**config.mk**
```make
export PLATFORM = sky130hd
export DESIGN_NAME = framed_packet_receiver_crc16_core
export DESIGN_NICKNAME = d
export VERILOG_FILES = /design/src/frpr_pkg.sv /design/src/framed_packet_receiver_crc16_core.sv /design/src/frpr_front.sv /design/src/frpr_desc_fifo.sv /design/src/frpr_back.sv
export SDC_FILE = /design/constraint.sdc
export NUM_CORES = 1
export LEC_CHECK = 0
export ABC_CLOCK_PERIOD_IN_PS = 3800
export BUFFER_PORTS_ARGS = -buffer_cell sky130_fd_sc_hd__clkbuf_2
export CORE_MARGIN = 1
export CORE_UTILIZATION = 57
export DETAILED_ROUTE_END_ITERATION = 8
export HOLD_SLACK_MARGIN = 0.02
export PLACE_DENSITY = 0.76
export SYNTH_ARGS = -nofsm -noshare
export SYNTH_HDL_FRONTEND = slang
export SYNTH_SLANG_ARGS = --single-unit
export TNS_END_PERCENT = 20
```
**constraint.sdc**
```tcl
create_clock -name i_clk -period 3.8 [get_ports i_clk]
set_input_delay 0.38 -clock i_clk [delete_from_list [all_inputs] [get_ports i_clk]]
set_output_delay 0.38 -clock i_clk [all_outputs]
set_load 0.02 [all_outputs]
```
**src/frpr_pkg.sv**
```systemverilog
// Shared types, constants and the CRC byte update for the framed packet receiver.
`default_nettype none

package frpr_pkg;

    localparam int MAX_PAYLOAD_DEF = 64;
    localparam int BYTE_W          = 8;
    localparam int LEN_W           = 7;
    localparam int CRC_W           = 16;
    localparam int DESC_DEPTH      = 2;

    localparam logic [CRC_W-1:0]  CRC_INIT    = 16'h1D0F;
    localparam logic [CRC_W-1:0]  CRC_POLY    = 16'h1021;
    localparam logic [BYTE_W-1:0] START_RESET = 8'hA5;

    // Summary of one completed packet, handed from the parser to the drain side.
    typedef struct packed {
        logic [BYTE_W-1:0] pkt_type;
        logic [LEN_W-1:0]  pkt_length;
        logic              crc_ok;
    } t_desc;

    // Payload buffer write request from the parser.
    typedef struct packed {
        logic              en;
        logic              bank;
        logic [LEN_W-1:0]  idx;
        logic [BYTE_W-1:0] data;
    } t_wr;

    // MSB-first CRC-16 update with one byte.
    function automatic logic [CRC_W-1:0] crc_feed(input logic [CRC_W-1:0] crc,
                                                  input logic [BYTE_W-1:0] b);
        logic [CRC_W-1:0] c;
        c = crc ^ {b, 8'h00};
        for (int i = 0; i < BYTE_W; i++) begin
            if (c[CRC_W-1]) begin
                c = {c[CRC_W-2:0], 1'b0} ^ CRC_POLY;
            end else begin
                c = {c[CRC_W-2:0], 1'b0};
            end
        end
        return c;
    endfunction

endpackage

`default_nettype wire

```
**src/framed_packet_receiver_crc16_core.sv**
```systemverilog
// Top level of the framed packet receiver with CRC-16/AUG-CCITT check.
//
//  Channel   Direction  Handshake              Payload
//  -------   ---------  ---------------------  ----------------------------------------
//  input     in         push / full            i_rx_byte
//  result    out        empty / pop            o_pkt_type, o_pkt_length, o_payload_byte,
//                                              o_byte_valid, o_crc_ok, o_last
//  config    in         i_cfg_valid/o_cfg_ready i_cfg_data (start byte)
//
// The parser takes one byte per cycle without interruption while the descriptor
// queue has room; full rises only when two completed packets are waiting to drain.
// Each result goes through a fetch state (payload buffer read), then is shown until pop.
// The first result of a packet also waits in idle while the drain picks up its descriptor.
// Reset is synchronous; the payload buffer needs no clearing pass.
// A stalled result (pop low) never stops the parser until both buffer banks are taken.
`default_nettype none

module framed_packet_receiver_crc16_core
    import frpr_pkg::*;
#(
    parameter int MAX_PAYLOAD = MAX_PAYLOAD_DEF
) (
    input  wire logic              i_clk,
    input  wire logic              i_rst_n,
    input  wire logic              push,
    output logic                   full,
    input  wire logic [BYTE_W-1:0] i_rx_byte,
    output logic                   empty,
    input  wire logic              pop,
    output logic [BYTE_W-1:0]      o_pkt_type,
    output logic [LEN_W-1:0]       o_pkt_length,
    output logic [BYTE_W-1:0]      o_payload_byte,
    output logic                   o_byte_valid,
    output logic                   o_crc_ok,
    output logic                   o_last,
    input  wire logic              i_cfg_valid,
    output logic                   o_cfg_ready,
    input  wire logic [BYTE_W-1:0] i_cfg_data
);

    logic [BYTE_W-1:0] r_start_byte;
    logic              accept;
    t_wr               wr;
    logic              desc_push;
    t_desc             desc_in;
    t_desc             desc_out;
    logic              desc_pop;
    logic              desc_full;
    logic              desc_empty;

    // The start byte register can always be written; the write is registered.
    assign o_cfg_ready = 1'b1;

    always_ff @(posedge i_clk) begin
        if (!i_rst_n) begin
            r_start_byte <= START_RESET;
        end else if (i_cfg_valid && o_cfg_ready) begin
            r_start_byte <= i_cfg_data;
        end
    end

    // The parser writes into the bank that no queued packet owns. With two banks
    // and two queue entries, a full queue is exactly the case where both banks are
    // in use, so it also stops input transactions.
    assign full   = desc_full;
    assign accept = push && !full;

    frpr_front #(
        .MAX_PAYLOAD (MAX_PAYLOAD)
    ) u_front (
        .i_clk        (i_clk),
        .i_rst_n      (i_rst_n),
        .i_accept     (accept),
        .i_rx_byte    (i_rx_byte),
        .i_start_byte (r_start_byte),
        .o_wr         (wr),
        .o_desc_push  (desc_push),
        .o_desc       (desc_in)
    );

    frpr_desc_fifo u_desc_fifo (
        .i_clk   (i_clk),
        .i_rst_n (i_rst_n),
        .i_push  (desc_push),
        .i_data  (desc_in),
        .i_pop   (desc_pop),
        .o_data  (desc_out),
        .o_full  (desc_full),
        .o_empty (desc_empty)
    );

    // The drain walks the oldest packet's bank, releasing the descriptor and the
    // bank on the result transaction that carries the last marker.
    frpr_back #(
        .MAX_PAYLOAD (MAX_PAYLOAD)
    ) u_back (
        .i_clk          (i_clk),
        .i_rst_n        (i_rst_n),
        .i_wr           (wr),
        .i_desc         (desc_out),
        .i_desc_empty   (desc_empty),
        .o_desc_pop     (desc_pop),
        .i_pop          (pop),
        .o_empty        (empty),
        .o_pkt_type     (o_pkt_type),
        .o_pkt_length   (o_pkt_length),
        .o_payload_byte (o_payload_byte),
        .o_byte_valid   (o_byte_valid),
        .o_crc_ok       (o_crc_ok),
        .o_last         (o_last)
    );

`ifndef NO_ASSERTIONS
    // A completed packet is only handed over when the queue has room for it.
    a_push_room: assert property (@(posedge i_clk) disable iff (!i_rst_n)
        desc_push |-> !desc_full)
        else $error("descriptor pushed into a full queue");

    // A shown result always belongs to a queued packet.
    a_show_owned: assert property (@(posedge i_clk) disable iff (!i_rst_n)
        !empty |-> !desc_empty)
        else $error("result shown without a queued packet");

    // An empty packet is a single result that is also the last one.
    a_empty_pkt_last: assert property (@(posedge i_clk) disable iff (!i_rst_n)
        (!empty && !o_byte_valid) |-> o_last)
        else $error("empty packet result without last marker");

    // After reset no result is shown.
    a_reset_empty: assert property (@(posedge i_clk)
        !i_rst_n |=> empty)
        else $error("result shown right after reset");
`endif

endmodule

`default_nettype wire

```
**src/frpr_front.sv**
```systemverilog
// Byte parser: start hunt, header, payload store writes and CRC check.
`default_nettype none

module frpr_front
    import frpr_pkg::*;
#(
    parameter int MAX_PAYLOAD = MAX_PAYLOAD_DEF
) (
    input  wire logic              i_clk,
    input  wire logic              i_rst_n,
    input  wire logic              i_accept,
    input  wire logic [BYTE_W-1:0] i_rx_byte,
    input  wire logic [BYTE_W-1:0] i_start_byte,
    output t_wr                    o_wr,
    output logic                   o_desc_push,
    output t_desc                  o_desc
);

    typedef enum logic [2:0] {
        PH_HUNT  = 3'd0,
        PH_TYPE  = 3'd1,
        PH_LEN   = 3'd2,
        PH_DATA  = 3'd3,
        PH_CRCLO = 3'd4,
        PH_CRCHI = 3'd5
    } t_phase;

    localparam logic [BYTE_W-1:0] MAX_LEN = BYTE_W'(MAX_PAYLOAD);

    t_phase            r_phase, n_phase;
    logic [BYTE_W-1:0] r_type, n_type;
    logic [LEN_W-1:0]  r_len, n_len;
    logic [LEN_W-1:0]  r_cnt, n_cnt;
    logic [CRC_W-1:0]  r_crc, n_crc;
    logic [BYTE_W-1:0] r_crc_lo, n_crc_lo;
    logic              r_bank, n_bank;
    logic [CRC_W-1:0]  crc_next;

    assign crc_next = crc_feed(r_crc, i_rx_byte);

    always_comb begin
        n_phase     = r_phase;
        n_type      = r_type;
        n_len       = r_len;
        n_cnt       = r_cnt;
        n_crc       = r_crc;
        n_crc_lo    = r_crc_lo;
        n_bank      = r_bank;
        o_wr.en     = 1'b0;
        o_wr.bank   = r_bank;
        o_wr.idx    = r_cnt;
        o_wr.data   = i_rx_byte;
        o_desc_push = 1'b0;
        o_desc.pkt_type   = r_type;
        o_desc.pkt_length = r_len;
        o_desc.crc_ok     = ({i_rx_byte, r_crc_lo} == r_crc);

        if (i_accept) begin
            case (r_phase)
                PH_HUNT: begin
                    if (i_rx_byte == i_start_byte) begin
                        n_crc   = crc_next;
                        n_phase = PH_TYPE;
                    end
                end
                PH_TYPE: begin
                    n_type  = i_rx_byte;
                    n_crc   = crc_next;
                    n_phase = PH_LEN;
                end
                PH_LEN: begin
                    if (i_rx_byte <= MAX_LEN) begin
                        n_len   = i_rx_byte[LEN_W-1:0];
                        n_crc   = crc_next;
                        n_cnt   = '0;
                        n_phase = (i_rx_byte == '0) ? PH_CRCLO : PH_DATA;
                    end else begin
                        n_phase  = PH_HUNT;
                        n_type   = '0;
                        n_len    = '0;
                        n_cnt    = '0;
                        n_crc    = CRC_INIT;
                        n_crc_lo = '0;
                    end
                end
                PH_DATA: begin
                    o_wr.en = 1'b1;
                    n_crc   = crc_next;
                    n_cnt   = r_cnt + LEN_W'(1);
                    if (n_cnt >= r_len) begin
                        n_phase = PH_CRCLO;
                    end
                end
                PH_CRCLO: begin
                    n_crc_lo = i_rx_byte;
                    n_phase  = PH_CRCHI;
                end
                PH_CRCHI: begin
                    // Packet complete: hand it over and switch payload banks.
                    o_desc_push = 1'b1;
                    n_bank      = ~r_bank;
                    n_phase     = PH_HUNT;
                    n_type      = '0;
                    n_len       = '0;
                    n_cnt       = '0;
                    n_crc       = CRC_INIT;
                    n_crc_lo    = '0;
                end
                default: begin
                    n_phase  = PH_HUNT;
                    n_type   = '0;
                    n_len    = '0;
                    n_cnt    = '0;
                    n_crc    = CRC_INIT;
                    n_crc_lo = '0;
                end
            endcase
        end
    end

    always_ff @(posedge i_clk) begin
        if (!i_rst_n) begin
            r_phase  <= PH_HUNT;
            r_type   <= '0;
            r_len    <= '0;
            r_cnt    <= '0;
            r_crc    <= CRC_INIT;
            r_crc_lo <= '0;
            r_bank   <= 1'b0;
        end else begin
            r_phase  <= n_phase;
            r_type   <= n_type;
            r_len    <= n_len;
            r_cnt    <= n_cnt;
            r_crc    <= n_crc;
            r_crc_lo <= n_crc_lo;
            r_bank   <= n_bank;
        end
    end

endmodule

`default_nettype wire

```
**src/frpr_desc_fifo.sv**
```systemverilog
// Two-entry queue of completed packet descriptors between parser and drain.
`default_nettype none

module frpr_desc_fifo
    import frpr_pkg::*;
(
    input  wire logic  i_clk,
    input  wire logic  i_rst_n,
    input  wire logic  i_push,
    input  wire t_desc i_data,
    input  wire logic  i_pop,
    output t_desc      o_data,
    output logic       o_full,
    output logic       o_empty
);

    localparam int PTR_W = $clog2(DESC_DEPTH);
    localparam int CNT_W = $clog2(DESC_DEPTH + 1);

    t_desc             r_mem [DESC_DEPTH];
    logic [PTR_W-1:0]  r_wr_ptr;
    logic [PTR_W-1:0]  r_rd_ptr;
    logic [CNT_W-1:0]  r_count;

    assign o_data  = r_mem[r_rd_ptr];
    assign o_full  = (r_count == CNT_W'(DESC_DEPTH));
    assign o_empty = (r_count == '0);

    always_ff @(posedge i_clk) begin
        if (i_push) begin
            r_mem[r_wr_ptr] <= i_data;
        end
    end

    always_ff @(posedge i_clk) begin
        if (!i_rst_n) begin
            r_wr_ptr <= '0;
            r_rd_ptr <= '0;
            r_count  <= '0;
        end else begin
            if (i_push) begin
                r_wr_ptr <= r_wr_ptr + PTR_W'(1);
            end
            if (i_pop) begin
                r_rd_ptr <= r_rd_ptr + PTR_W'(1);
            end
            case ({i_push, i_pop})
                2'b10:   r_count <= r_count + CNT_W'(1);
                2'b01:   r_count <= r_count - CNT_W'(1);
                default: r_count <= r_count;
            endcase
        end
    end

endmodule

`default_nettype wire

```
**src/frpr_back.sv**
```systemverilog
// Payload buffer (two banks) and result drain: one result per payload byte, one for an empty packet.
`default_nettype none

module frpr_back
    import frpr_pkg::*;
#(
    parameter int MAX_PAYLOAD = MAX_PAYLOAD_DEF
) (
    input  wire logic              i_clk,
    input  wire logic              i_rst_n,
    input  wire t_wr               i_wr,
    input  wire t_desc             i_desc,
    input  wire logic              i_desc_empty,
    output logic                   o_desc_pop,
    input  wire logic              i_pop,
    output logic                   o_empty,
    output logic [BYTE_W-1:0]      o_pkt_type,
    output logic [LEN_W-1:0]       o_pkt_length,
    output logic [BYTE_W-1:0]      o_payload_byte,
    output logic                   o_byte_valid,
    output logic                   o_crc_ok,
    output logic                   o_last
);

    localparam int IDX_W = (MAX_PAYLOAD > 1) ? $clog2(MAX_PAYLOAD) : 1;
    localparam int DEPTH = 2 ** (IDX_W + 1);

    typedef enum logic [1:0] {
        B_IDLE  = 2'd0,
        B_FETCH = 2'd1,
        B_SHOW  = 2'd2
    } t_bstate;

    logic [BYTE_W-1:0] r_mem [DEPTH];
    logic [BYTE_W-1:0] r_rd_data;
    t_bstate           r_state;
    logic [LEN_W-1:0]  r_cnt;
    logic              r_bank;
    logic              is_last;
    logic              take;

    always_ff @(posedge i_clk) begin
        if (i_wr.en) begin
            r_mem[{i_wr.bank, i_wr.idx[IDX_W-1:0]}] <= i_wr.data;
        end
        r_rd_data <= r_mem[{r_bank, r_cnt[IDX_W-1:0]}];
    end

    assign is_last    = ((r_cnt + LEN_W'(1)) >= i_desc.pkt_length);
    assign take       = (r_state == B_SHOW) && i_pop;
    assign o_desc_pop = take && is_last;

    assign o_empty        = (r_state != B_SHOW);
    assign o_pkt_type     = i_desc.pkt_type;
    assign o_pkt_length   = i_desc.pkt_length;
    assign o_byte_valid   = (i_desc.pkt_length != '0);
    assign o_payload_byte = o_byte_valid ? r_rd_data : '0;
    assign o_crc_ok       = i_desc.crc_ok;
    assign o_last         = is_last;

    always_ff @(posedge i_clk) begin
        if (!i_rst_n) begin
            r_state <= B_IDLE;
            r_cnt   <= '0;
            r_bank  <= 1'b0;
        end else begin
            case (r_state)
                B_IDLE: begin
                    if (!i_desc_empty) begin
                        r_cnt   <= '0;
                        r_state <= B_FETCH;
                    end
                end
                B_FETCH: begin
                    r_state <= B_SHOW;
                end
                B_SHOW: begin
                    if (take) begin
                        if (is_last) begin
                            r_bank  <= ~r_bank;
                            r_state <= B_IDLE;
                        end else begin
                            r_cnt   <= r_cnt + LEN_W'(1);
                            r_state <= B_FETCH;
                        end
                    end
                end
                default: begin
                    r_state <= B_IDLE;
                end
            endcase
        end
    end

endmodule

`default_nettype wire

```
==> summary.txt <==
Die
  – Core Footprint: approximately 78000 µm²
  – Die area: 79890 µm²
  – Chip width: around 280 µm
  – Die H: 282.7 µm
  – Starting Density: slightly below 60%
  – Row count: between 100 and 150
  – I/O pin total: 50

Cells and area
  – Register area: approximately 33000 µm²
  – Final core utilization: ~65%
  – Fillcell total: just over 5000
  – Area of the multi-input gates: around 11000 µm²
  – Area Growth Syn to Fin: 11.85%
  – Nets@finish: 2632
  – Share of cells above drive strength 1: a little under a fifth

Synth
  – Share of the synthesized area in the top cell type: just over 70%
  – Top flip-flop cell by instance count after synthesis: edfxtp_1
  – Asr flop ratio synth: 0%
  – Post-synthesis cell type count: between 50 and 60
  – Synthesis warning total: 0
  – Sequential share of the synthesized area: 74.24%
  – Yosys top cell by area: edfxtp_1
  – Netlist Area Pre-Place: around 45000 µm²
  – Number of synthesized flops with an enable pin: 1056
  – Synth top area cells: edfxtp_1, mux4_2, mux2i_1
  – Avg Cell Area, Syn: roughly 18 µm²
  – Net Count, Synth: 2525
  – Synth top cells by count: edfxtp_1, mux2i_1, nor2_1
  – Count leader, synth: edfxtp_1
  – #FFs+latches synth: 1137
  – Post-Syn Instances: ~2500

Run
  – Max Cap Viol: 0

Route
  – Metal2 WL: 50.11 mm
  – Residual DRC: 0
  – Vias per inst: approximately 6.5
  – Vias: 24100
  – Routed wire length: ~110 mm
  – 1st-iter DRT viols: 3063
  – Drt first pass iters: 5
  – DR WL met3: 10.89 mm
  – Routed WL per cell: approximately 28 µm
  – Top Layer Used: met5
  – Final ANT Viol Nets: 0
  – Routed met1 length: a little over 40 mm

Clock tree
  – Clock Tree Buf Depth: 3
  – Total CTS buffers: around 110
  – Root Buffer: clkbuf_16
  – Clock latency at the later pin of the worst-skew pair: 0.69 ns
  – Clk sinks: 1137
  – CTS tree: built
  – Worst-path clk slew: about 0.060 ns
  – H-tree depth: 3

Global routing
  – Vias in the first global route: 24120
  – Grt ovf: 0
  – Initial antenna violation count: 5
  – All-Layer GR Usage: 26.81%
  – Largest net degree at the start of global routing: between 100 and 150
  – First-pass GRT wire length: roughly 160 mm

STA
  – Fin worst setup slack: roughly 0.11 ns
  – Slew headroom: between 20% and 30%
  – Fin crit period: 3.692 ns
  – Final slew viol count: 0
  – Final setup viols: 0
  – Worst Max-Slew Pin Slew: around 1.2 ns
  – Max Clock Freq: 0.2709 GHz
  – Final Hold Vio Count: 0
  – Setup_tns: 0 ns
  – Final Skew: approximately 0.060 ns
  – Period utilization: between 90% and 100%

Setup path
  – Setup crit start: u_back.r_cnt[1]
  – Max incr delay on CP: about 0.37 ns
  – Slowest CP cell: dfxtp_1
  – Setup CP Type: flop to output pin
  – Worst EP arrival: between 3 and 4 ns
  – CP endpoint kind: output pin
  – Crit path max fanout: 19
  – Required @ worst endpoint: between 3 and 4 ns
  – Crit Reg-Reg Startpoint: u_back.r_cnt[1]
  – Critical Path Source Type: flop
  – Crit path cell chain: buf_6 -> nand3_1 -> nor2_1 -> xor2_1 -> ha_1 -> a21o_1 -> a221oi_1 -> o21a_2 -> clkinv_2 -> clkbuf_2

Power
  – Pwr dens: 495.5 nW/µm²
  – Leakage: around 15 nW
  – Maximum vdd drop: 412.0 µV

Placement
  – # port buffers: 48
  – Placer Congestion: just under 0.9
  – Dpl ws: ~0.41 ns
  – Post-DP HPWL: 63.18 mm

Run status
  – Status: completed

Hold path
  – HP Class: primary input to flop
  – Hold path start: i_rx_byte[4]
[kinds of logic (layout without fill, tap and decap cells)]
family	Yosys count	after routing	share of synthesized area [%]
adders and majority gates	17	17	0.4738
muxes	389	389	13.61
and+or+nand+nor	432	432	4.384
DFF	1137	1137	74.24
xor gates and xnor gates	54	54	1.053
other	1	3	0.008353
buffers and inverters	171	365	1.650
AOI/OAI and AO/OA	286	286	4.582
[cell usage in the layout, fill, tap and decap left out, types with 8 or more instances in the layout]
| master | instances |
|---|---|
| nand2b_1 | 8 |
| nor2b_1 | 15 |
| nor2_1 | 183 |
| dlygate4sd3_1 | 9 |
| buf_12 | 8 |
| clkinv_2 | 18 |
| nand3_1 | 66 |
| buf_4 | 88 |
| ha_1 | 17 |
| edfxtp_1 | 1056 |
| a221oi_1 | 25 |
| nand2_1 | 90 |
| a22o_1 | 16 |
| a41oi_1 | 16 |
| dfxtp_1 | 79 |
| clkinv_1 | 23 |
| o21ai_0 | 11 |
| inv_1 | 20 |
| mux2_2 | 10 |
| clkbuf_1 | 25 |
| a22oi_1 | 122 |
| mux4_2 | 176 |
| clkbuf_2 | 40 |
| xor2_1 | 16 |
| o22ai_1 | 17 |
| xnor2_1 | 38 |
| nand4_1 | 18 |
| mux2i_1 | 203 |
| bufinv_16 | 12 |
| a21oi_1 | 49 |
| clkbuf_16 | 108 |
[per-stage QoR]
| stage | cell area [µm²] | hold slack [ns] | power [mW] | std cells |
|---|---|---|---|---|
| 6_report | 50220 | 0.04489 | 24.88 | 3723 |
| 5_1_grt | 50210 | 0.03831 | 25.46 | 3721 |
| 4_1_cts | 50170 | 0.02041 | 24.93 | 3716 |
| 3_5_place_dp | 46560 | 0.4485 | 14.41 | 3510 |
| 3_3_place_gp | 46560 | 0.4486 | 14.39 | 3510 |
| 2_1_floorplan | 44900 | 0.4254 | 14.15 | 2487 |
[registers in the layout, summed over array words and instances (netlist names), named ones only]
| register | count |
|---|---|
| u_back.r_mem | 1024 |
| u_desc_fifo.r_wr_ptr | 1 |
| u_front.r_len | 7 |
| u_front.r_crc | 16 |
| r_start_byte | 8 |
| u_back.r_cnt | 7 |
| u_front.r_crc_lo | 8 |
| u_back.r_rd_data | 8 |
| u_front.r_bank | 1 |
| u_desc_fifo.r_rd_ptr | 1 |
| u_front.r_phase | 3 |
| u_front.r_cnt | 7 |
| u_desc_fifo.r_mem | 32 |
| u_front.r_type | 8 |
| u_back.r_bank | 1 |
| u_desc_fifo.r_count | 2 |
| u_back.r_state | 2 |
[critical path: cells and delay by family (launching register included)]
kind	cells	cell delay [ns]
buffers and inverters	3	0.56
adders and majority gates	1	0.29
DFF	1	0.37
and+or+nand+nor	2	0.39
xor gates and xnor gates	1	0.24
AOI/OAI and AO/OA	3	0.76
[metal layers]
| metal | track usage, % | up-vias |
|---|---|---|
| met5 | 0 | - |
| met2 | 42.08 | 1395 |
| met3 | 5.394 | 213 |
| li1 | - | 10190 |
| met4 | 9.106 | 2 |
| met1 | 37.91 | 12300 |
[final cells by class]
type,instances,share of cell area (%)
clock buffers,134,5.596
repair buffers,146,2.235
flip-flops and latches,1137,66.39
diodes,2,0.009967
inverters,22,0.1669
multi-input cells,1179,21.59
well taps,1040,2.591
clock inverters,63,1.415
[timing repair]
action,4_1_cts,5_1_grt
hold buffers,9,0
resized for setup,2,1
buffers inserted,0,5
setup endpoints to repair,1,1
endpoints found under the hold margin,10,0
[report_power, final]
part           switching (mW)  internal (mW)  total, mW
combinational           0.348          0.116      0.464
sequential             0.0220           13.7       13.7
clock                    4.64           6.08       10.7
total                    5.01           19.9       24.9
[final timing paths]
kind | to | slack [ns] | depth (start not counted)
setup / recovery | o_last | 0.11 | 10
hold / removal | u_front.r_type[4] | 0.04 | 3
setup reg to reg | u_desc_fifo.r_count[1] | 0.45 | 13
hold reg to reg | u_desc_fifo.r_mem[1][10] | 0.46 | 0
Note: power is estimated with default switching activity, not from simulation.
